## src/rtl/core/fpc_pkg.sv

```systemverilog
// Types, constants and helpers of the framed packet checker
`timescale 1ns / 1ps

package fpc_pkg;

   // Frame phase, one-hot
   typedef enum logic [6:0] {
      PH_START    = 7'b0000001,
      PH_CONTROL  = 7'b0000010,
      PH_LENGTH   = 7'b0000100,
      PH_DATA     = 7'b0001000,
      PH_CHECKSUM = 7'b0010000,
      PH_STOP     = 7'b0100000,
      PH_ERROR    = 7'b1000000
   } fpc_phase_type;

   // Phase codes as reported on the result
   localparam logic [2:0] PHC_START    = 3'd0;
   localparam logic [2:0] PHC_CONTROL  = 3'd1;
   localparam logic [2:0] PHC_LENGTH   = 3'd2;
   localparam logic [2:0] PHC_DATA     = 3'd3;
   localparam logic [2:0] PHC_CHECKSUM = 3'd4;
   localparam logic [2:0] PHC_STOP     = 3'd5;
   localparam logic [2:0] PHC_ERROR    = 3'd6;

   typedef enum logic [2:0] {
      ERR_NONE     = 3'd0,
      ERR_START    = 3'd1,
      ERR_CONTROL  = 3'd2,
      ERR_LENGTH   = 3'd3,
      ERR_CHECKSUM = 3'd4,
      ERR_STOP     = 3'd5
   } fpc_err_type;

   localparam int unsigned CSR_INDEX_W = 3;
   localparam int unsigned CSR_DATA_W  = 64;
   localparam int unsigned NUM_CTRL    = 8;

   typedef enum logic [CSR_INDEX_W-1:0] {
      REG_START_CODE     = 3'd0,
      REG_STOP_CODE      = 3'd1,
      REG_VALID_CONTROLS = 3'd2,
      REG_MAX_DATA_LEN   = 3'd3
   } fpc_reg_type;

   localparam logic [7:0]  RST_START_CODE     = 8'hAA;
   localparam logic [7:0]  RST_STOP_CODE      = 8'h55;
   localparam logic [63:0] RST_VALID_CONTROLS = 64'h0807_0605_0403_0201;
   localparam logic [7:0]  RST_MAX_DATA_LEN   = 8'd59;
   localparam logic [7:0]  MIN_LEN            = 8'd3;

   typedef struct packed {
      logic [7:0]  start_code;
      logic [7:0]  stop_code;
      logic [63:0] valid_controls;
      logic [7:0]  max_data_len;
   } fpc_cfg_type;

   typedef struct packed {
      fpc_phase_type phase;
      logic [7:0]    running_sum;
      logic [7:0]    bytes_left;
      logic [7:0]    prior_byte;
      logic [7:0]    position;
   } fpc_state_type;

   typedef struct packed {
      logic [7:0]  echo_byte;
      logic [7:0]  frame_pos;
      logic        byte_kept;
      logic        frame_done;
      fpc_err_type error_code;
      logic [2:0]  phase_now;
   } fpc_result_type;

   function automatic logic [2:0] phase_code(input fpc_phase_type ph);
      logic [2:0] code;
      begin
         unique case (ph)
            PH_START:    code = PHC_START;
            PH_CONTROL:  code = PHC_CONTROL;
            PH_LENGTH:   code = PHC_LENGTH;
            PH_DATA:     code = PHC_DATA;
            PH_CHECKSUM: code = PHC_CHECKSUM;
            PH_STOP:     code = PHC_STOP;
            default:     code = PHC_ERROR;
         endcase
         return code;
      end
   endfunction

endpackage

```

## src/rtl/core/fpc_step.sv

```systemverilog
// Per-byte frame parsing logic: next state and result from one byte
`timescale 1ns / 1ps

module fpc_step (
   input  fpc_pkg::fpc_cfg_type    cfg,
   input  fpc_pkg::fpc_state_type  cur,
   input  logic [7:0]              rx_byte,
   output fpc_pkg::fpc_state_type  nxt,
   output fpc_pkg::fpc_result_type res
);

   logic                control_ok;
   logic                kept;
   logic                opened;
   logic                done;
   fpc_pkg::fpc_err_type err;
   logic [7:0]          pos_out;
   logic [7:0]          left_dec;

   // match against all eight control slots in parallel
   always_comb begin
      control_ok = 1'b0;
      for (int i = 0; i < fpc_pkg::NUM_CTRL; i++) begin
         if (cfg.valid_controls[8*i +: 8] == rx_byte) begin
            control_ok = 1'b1;
         end
      end
   end

   assign left_dec = cur.bytes_left - 8'd1;

   always_comb begin
      nxt     = cur;
      kept    = 1'b0;
      opened  = 1'b0;
      done    = 1'b0;
      err     = fpc_pkg::ERR_NONE;
      pos_out = 8'd0;
      unique case (cur.phase)
         fpc_pkg::PH_START: begin
            if (rx_byte == cfg.start_code) begin
               nxt.phase = fpc_pkg::PH_CONTROL;
               kept      = 1'b1;
               opened    = 1'b1;
            end else begin
               nxt.phase = fpc_pkg::PH_ERROR;
               err       = fpc_pkg::ERR_START;
            end
         end
         fpc_pkg::PH_CONTROL: begin
            if (control_ok) begin
               nxt.phase       = fpc_pkg::PH_LENGTH;
               nxt.running_sum = rx_byte;
               kept            = 1'b1;
            end else begin
               nxt.phase = fpc_pkg::PH_ERROR;
               err       = fpc_pkg::ERR_CONTROL;
            end
         end
         fpc_pkg::PH_LENGTH: begin
            if (rx_byte >= fpc_pkg::MIN_LEN && rx_byte <= cfg.max_data_len) begin
               nxt.phase       = fpc_pkg::PH_DATA;
               nxt.bytes_left  = rx_byte;
               nxt.running_sum = cur.running_sum + rx_byte;
               kept            = 1'b1;
            end else begin
               nxt.phase = fpc_pkg::PH_ERROR;
               err       = fpc_pkg::ERR_LENGTH;
            end
         end
         fpc_pkg::PH_DATA: begin
            if (cur.bytes_left != 8'd0) begin
               nxt.bytes_left  = left_dec;
               nxt.running_sum = cur.running_sum + rx_byte;
               kept            = 1'b1;
               if (left_dec == 8'd0) begin
                  nxt.phase = fpc_pkg::PH_CHECKSUM;
               end
            end else begin
               nxt.phase = fpc_pkg::PH_CHECKSUM;
            end
         end
         fpc_pkg::PH_CHECKSUM: begin
            if (rx_byte == cur.running_sum) begin
               nxt.phase = fpc_pkg::PH_STOP;
               kept      = 1'b1;
            end else begin
               nxt.phase = fpc_pkg::PH_ERROR;
               err       = fpc_pkg::ERR_CHECKSUM;
            end
         end
         fpc_pkg::PH_STOP: begin
            if (rx_byte == cfg.stop_code) begin
               nxt.phase = fpc_pkg::PH_START;
               kept      = 1'b1;
               done      = 1'b1;
            end else begin
               nxt.phase = fpc_pkg::PH_ERROR;
               err       = fpc_pkg::ERR_STOP;
            end
         end
         default: begin
            // resynchronise on a stop byte followed by a start byte
            if (cur.prior_byte == cfg.stop_code && rx_byte == cfg.start_code) begin
               nxt.phase = fpc_pkg::PH_CONTROL;
               kept      = 1'b1;
               opened    = 1'b1;
            end else begin
               nxt.prior_byte = rx_byte;
            end
         end
      endcase

      if (opened) begin
         nxt.position = 8'd1;
      end else if (kept) begin
         pos_out      = cur.position;
         nxt.position = cur.position + 8'd1;
      end
   end

   always_comb begin
      res.echo_byte  = rx_byte;
      res.frame_pos  = pos_out;
      res.byte_kept  = kept;
      res.frame_done = done;
      res.error_code = err;
      res.phase_now  = fpc_pkg::phase_code(nxt.phase);
   end

endmodule

```

## config.mk

```make
export PLATFORM = sky130hd
export DESIGN_NAME = fpc_step
export DESIGN_NICKNAME = d
export VERILOG_FILES = /design/src/rtl/core/fpc_pkg.sv /design/src/rtl/core/fpc_step.sv
export SDC_FILE = /design/constraint.sdc
export NUM_CORES = 1
export LEC_CHECK = 0
export BUFFER_PORTS_ARGS = -buffer_cell sky130_fd_sc_hd__buf_2
export CORE_MARGIN = 1
export CORE_UTILIZATION = 48
export DETAILED_ROUTE_END_ITERATION = 10
export PLACE_DENSITY = 0.91
export SYNTH_ARGS = -nofsm -noshare
export SYNTH_HDL_FRONTEND = slang
export SYNTH_SLANG_ARGS = --single-unit
```

## constraint.sdc

```tcl
create_clock -name vclk -period 6.3
set_clock_uncertainty 0.2 [all_clocks]
set_input_delay 0.315 -clock vclk [all_inputs]
set_output_delay 0.315 -clock vclk [all_outputs]
set_load 0.01 [all_outputs]
```

==> impl_metrics.env, run 1 <==
export IMPL_synth_cell_types=52
export IMPL_wl_met2_um=5230
export IMPL_drv_cap=0
export IMPL_routedWlPerCell_um=15.4
export IMPL_final_cells=672
export IMPL_p_per_area_nw_per_um2=63.4
export IMPL_top_layer="met4"
export IMPL_synth_simple_area_share=0.310
export IMPL_clock_buffers=0
export IMPL_whs_ns=0.746
export IMPL_seq_cells=0
export IMPL_grt_max_degree=19
export IMPL_area_delta_synth_final_pct=30.8
export IMPL_place_hpwl_um=8500
export IMPL_worst_setup_path_type="input pin to output pin"
export IMPL_synth_compound_area_frac=0.197
export IMPL_drc=0
export IMPL_antenna_found_initial=0
export IMPL_syn_inst=433
export IMPL_grtUsageTotal=0.301
export IMPL_die_h_um=79.9
export IMPL_vias_per_cell=5.60
export IMPL_coreArea_um2=5890
export IMPL_dieArea_um2=6380
export IMPL_num_antenna_cells=0
export IMPL_post_cts_buffers=0
export IMPL_fmax_ghz=0.263
export IMPL_report_final_setup_viol=0
export IMPL_crit_fanout=17
export IMPL_power_uw=241
export IMPL_grt_ovfl_total=0
export IMPL_num_rows=28
export IMPL_place_area_um2=3810
export IMPL_fin_crit_sh=0.604
export IMPL_multiInputGateArea_um2=2630
export IMPL_design_area_um2=3810
export IMPL_yosysWarnings=0
export IMPL_synthAdderAreaFrac=0.0885
export IMPL_cp_end_kind="output pin"
export IMPL_fin_crit_ns=3.81
export IMPL_p_leak_nw=1.95
export IMPL_status="complete, no violations"
export IMPL_worst_slew_pin_slew_ns=0.883
export IMPL_setup_slack_ns=2.49
export IMPL_numPortBuffers=198
export IMPL_drive_above_1_share=0.353
export IMPL_final_core_util=0.647
export IMPL_num_io_pins=198
export IMPL_wirelength_um=10300
export IMPL_ir_drop_v=0.0000438
export IMPL_wl_met3_um=651
export IMPL_fin_nets=754
export IMPL_vias=3763
export IMPL_hold_path_class="input pin to output pin"
export IMPL_gp_congestion=0.916
export IMPL_synth_cell_area_um2=2910
export IMPL_seqCellArea_um2=0
export IMPL_yosys_mux_area_fraction=0
export IMPL_crit_required_ns=5.78
export IMPL_synth_top_family_by_area="simple AND/OR/NAND/NOR gates"
export IMPL_maxSlewViolCount=0
export IMPL_fin_tns_setup_ns=0
export IMPL_fill_cells=535
export IMPL_ant_nets=0
export IMPL_start_util=0.495
export IMPL_wl_met1_um=4180
export IMPL_dp_cells=672
export IMPL_synth_seq_area_share=0
export IMPL_synth_fp_nets=588
export IMPL_cp_start_kind="input pin"
export IMPL_die_width_um=79.9
export IMPL_drt_iter0_drc=195
export IMPL_hold_buffers=0
export IMPL_layout_common_cells="198 x buf_2, 77 x xor2_1, 56 x nand2_1, 26 x nor2_1, 25 x xnor2_1"
export IMPL_grt_pass1_vias=3559
export IMPL_final_common_cell="buf_2"
export IMPL_finalHoldViolCount=0
export IMPL_dp_slack_ns=2.54
export IMPL_first_pass_iters=5
export IMPL_synthXorXnorAreaFrac=0.307
export IMPL_cp_arrival_ns=3.29
export IMPL_ctsResizeCount=0
export IMPL_grt_pass1_wl_um=15700
export IMPL_slew_headroom=0.410
export IMPL_grt_setup_unrepaired="no"
export IMPL_syn_avg_cell_area_um2=6.73
## synth_stat cells, types with 2 or more instances
| master | instances | area, um^2 |
|---|---|---|
| a21oi_1 | 22 | 110 |
| or2_2 | 3 | 18.8 |
| xor2_1 | 77 | 674 |
| nand2b_1 | 8 | 50.1 |
| ha_1 | 19 | 238 |
| a221o_1 | 10 | 100 |
| nand4b_1 | 3 | 26.3 |
| nor2b_1 | 5 | 31.3 |
| nand2_1 | 56 | 210 |
| or3_1 | 5 | 31.3 |
| nor3_1 | 9 | 45.0 |
| o211ai_1 | 4 | 30.0 |
| nor2_1 | 26 | 97.6 |
| o21bai_1 | 2 | 15.0 |
| a21o_1 | 6 | 45.0 |
| nor4_1 | 23 | 144 |
| clkbuf_1 | 7 | 26.3 |
| xnor2_1 | 25 | 219 |
| a22oi_1 | 2 | 15.0 |
| inv_1 | 22 | 82.6 |
| nand4_1 | 10 | 62.6 |
| and2_1 | 11 | 68.8 |
| o21a_1 | 2 | 15.0 |
| and3_1 | 4 | 25.0 |
| nand3_1 | 5 | 25.0 |
| buf_2 | 16 | 80.1 |
| buf_4 | 10 | 75.1 |
| o22ai_1 | 2 | 12.5 |
| o21ai_0 | 16 | 80.1 |
## layout make-up
cell class	count	share of cell area
well taps	75	0.0246
multi-input cells	375	0.690
repair buffers	199	0.262
inverters	23	0.0233
## metal layers
| metal | global-route usage | vias up |
|---|---|---|
| met3 | 0.0343 | 33 |
| li1 | - | 1834 |
| met1 | 0.342 | 1725 |
| met5 | 0 | - |
| met2 | 0.570 | 171 |
| met4 | 0.107 | 0 |
## logic make-up (layout without fill, tap and decap cells)
| logic type | Yosys count | count (layout) |
|---|---|---|
| AOI/OAI and AO/OA | 78 | 78 |
| xor gates and xnor gates | 102 | 102 |
| adders and majority gates | 20 | 20 |
| buffers and inverters | 58 | 222 |
| and+or+nand+nor | 175 | 175 |
## worst max-delay path, stage by stage
cell      delay, ns
buf_2          0.43
ha_1           0.37
nand4_1        0.14
nand2b_1       0.07
a21oi_1        0.16
nor4_1         0.07
buf_4          0.18
nand2b_4       0.17
o41ai_4        0.61
inv_4          0.14
ha_1           0.32
nand2b_1       0.15
buf_2          0.14
## final timing paths
check             slack [ns]  endpoint  startpoint  cells past startpoint
setup / recovery        2.49    nxt[0]  rx_byte[3]                     13
hold / removal          0.75   nxt[10]     cur[10]                      4
## power by group
part | total (mW) | internal (mW) | switching (mW)
Clock | 0 | 0 | 0
Combinational | 0.241 | 0.108 | 0.133
Sequential | 0 | 0 | 0
Note: power is estimated with default switching activity, not from simulation.
==> inputs of run 2 (changes only) <==
--- a/config.mk
+++ b/config.mk
@@ -7,9 +7,9 @@
 export LEC_CHECK = 0
 export BUFFER_PORTS_ARGS = -buffer_cell sky130_fd_sc_hd__buf_2
 export CORE_MARGIN = 1
-export CORE_UTILIZATION = 48
+export CORE_UTILIZATION = 44
 export DETAILED_ROUTE_END_ITERATION = 10
-export PLACE_DENSITY = 0.91
+export PLACE_DENSITY = 0.84
 export SYNTH_ARGS = -nofsm -noshare
 export SYNTH_HDL_FRONTEND = slang
 export SYNTH_SLANG_ARGS = --single-unit
==> constraint.sdc (replaced) <==
create_clock -name vclk -period 3.83
set_clock_uncertainty 0.2 [all_clocks]
set_input_delay 0.1915 -clock vclk [all_inputs]
set_output_delay 0.1915 -clock vclk [all_outputs]
set_load 0.01 [all_outputs]
==> impl_metrics.env, run 2 (synthesized netlist as in run 1, its figures left out) <==
export IMPL_final_common_cell="buf_2"
export IMPL_power_uw=403
export IMPL_antenna_found_initial=0
export IMPL_status="complete, no violations"
export IMPL_coreArea_um2=6390
export IMPL_dieArea_um2=6950
export IMPL_maxSlewViolCount=0
export IMPL_use_met2=0.542
export IMPL_die_h_um=83.4
export IMPL_hold_buffers=0
export IMPL_seq_cells=0
export IMPL_dp_cells=685
export IMPL_grt_max_degree=18
export IMPL_crit_fanout=10
export IMPL_crit_chain="buf_2 -> nor4_1 -> a311oi_1 -> nand2_1 -> nand2b_4 -> o41ai_4 -> inv_4 -> ha_1 -> nand2b_1 -> buf_2"
export IMPL_final_core_util=0.610
export IMPL_worst_setup_path_type="input pin to output pin"
export IMPL_fin_crit_ns=3.34
export IMPL_grt_pass1_wl_um=16400
export IMPL_numPortBuffers=198
export IMPL_vias_per_cell=5.52
export IMPL_crit_slowest_cell="o41ai_4"
export IMPL_ctsResizeCount=0
export IMPL_final_cells=685
export IMPL_routedWlPerCell_um=15.2
export IMPL_place_hpwl_um=8610
export IMPL_layout_common_cells="198 x buf_2, 77 x xor2_1, 56 x nand2_1, 26 x nor2_1, 25 x xnor2_1"
export IMPL_path_common_cell="buf_2"
export IMPL_area_delta_synth_final_pct=33.7
export IMPL_max_stage_delay_ns=0.61
export IMPL_cp_arrival_ns=2.95
export IMPL_p_per_area_nw_per_um2=103
export IMPL_met3_usage=0.0308
export IMPL_vias=3782
export IMPL_drc=0
export IMPL_ant_nets=0
export IMPL_drv_cap=0
export IMPL_gp_congestion=1.01
export IMPL_wirelength_um=10400
export IMPL_grtUsageTotal=0.279
export IMPL_ir_drop_v=0.0000669
export IMPL_grt_ovfl_total=0
export IMPL_start_util=0.456
export IMPL_fmax_ghz=0.299
export IMPL_globalRouteMet1Util=0.321
export IMPL_grt_setup_unrepaired="no"
export IMPL_drive_above_1_share=0.365
export IMPL_worst_slew_pin_slew_ns=0.953
export IMPL_p_leak_nw=2.00
export IMPL_dp_slack_ns=0.509
export IMPL_fin_nets=765
export IMPL_setup_slack_ns=0.488
export IMPL_num_rows=29
export IMPL_post_cts_buffers=0
export IMPL_grt_pass1_vias=3666
export IMPL_cp_end_kind="output pin"
export IMPL_num_antenna_cells=0
export IMPL_fin_tns_setup_ns=0
export IMPL_drt_iter0_drc=139
export IMPL_hold_path_class="input pin to output pin"
export IMPL_clock_buffers=0
export IMPL_die_width_um=83.4
export IMPL_fin_crit_sh=0.873
export IMPL_num_io_pins=198
export IMPL_place_area_um2=3890
export IMPL_crit_required_ns=3.44
export IMPL_design_area_um2=3890
export IMPL_top_usage_layer="met2"
export IMPL_seqCellArea_um2=0
export IMPL_report_final_setup_viol=0
export IMPL_slew_headroom=0.363
export IMPL_whs_ns=0.481
export IMPL_first_pass_iters=4
export IMPL_finalHoldViolCount=0
export IMPL_cp_start_kind="input pin"
[run 2: power by group]
group | internal (mW) | switching (mW) | total (mW)
Clock | 0 | 0 | 0
Combinational | 0.185 | 0.218 | 0.403
Sequential | 0 | 0 | 0
[run 2: critical path, delay by kind of cell]
kind | cells | cell delay, ns
AND/OR/NAND/NOR | 4 | 1.21
AO/OA/AOI/OAI | 2 | 0.86
adder cells (fa/ha/maj) | 1 | 0.29
buffers and inverters | 3 | 0.39
[run 2: layout make-up]
type,count,area (um^2)
Fill cell,608,2490
Tap cell,77,96.3
Inverter,23,88.8
Timing Repair Buffer,210,1080
Multi-Input combinational cell,375,2630
[run 2: final timing paths]
path | start | to | slack (ns) | cells after the start
worst min-delay path | rx_byte[6] | res[22] | 0.48 | 2
worst max-delay path | cur[20] | nxt[0] | 0.49 | 10
[run 2: per-layer routing]
| layer | vias up | part of all wire |
|---|---|---|
| met5 | - | 0 |
| met4 | 0 | 0.017 |
| met3 | 19 | 0.060 |
| met2 | 156 | 0.52 |
| met1 | 1763 | 0.40 |
| li1 | 1844 | - |
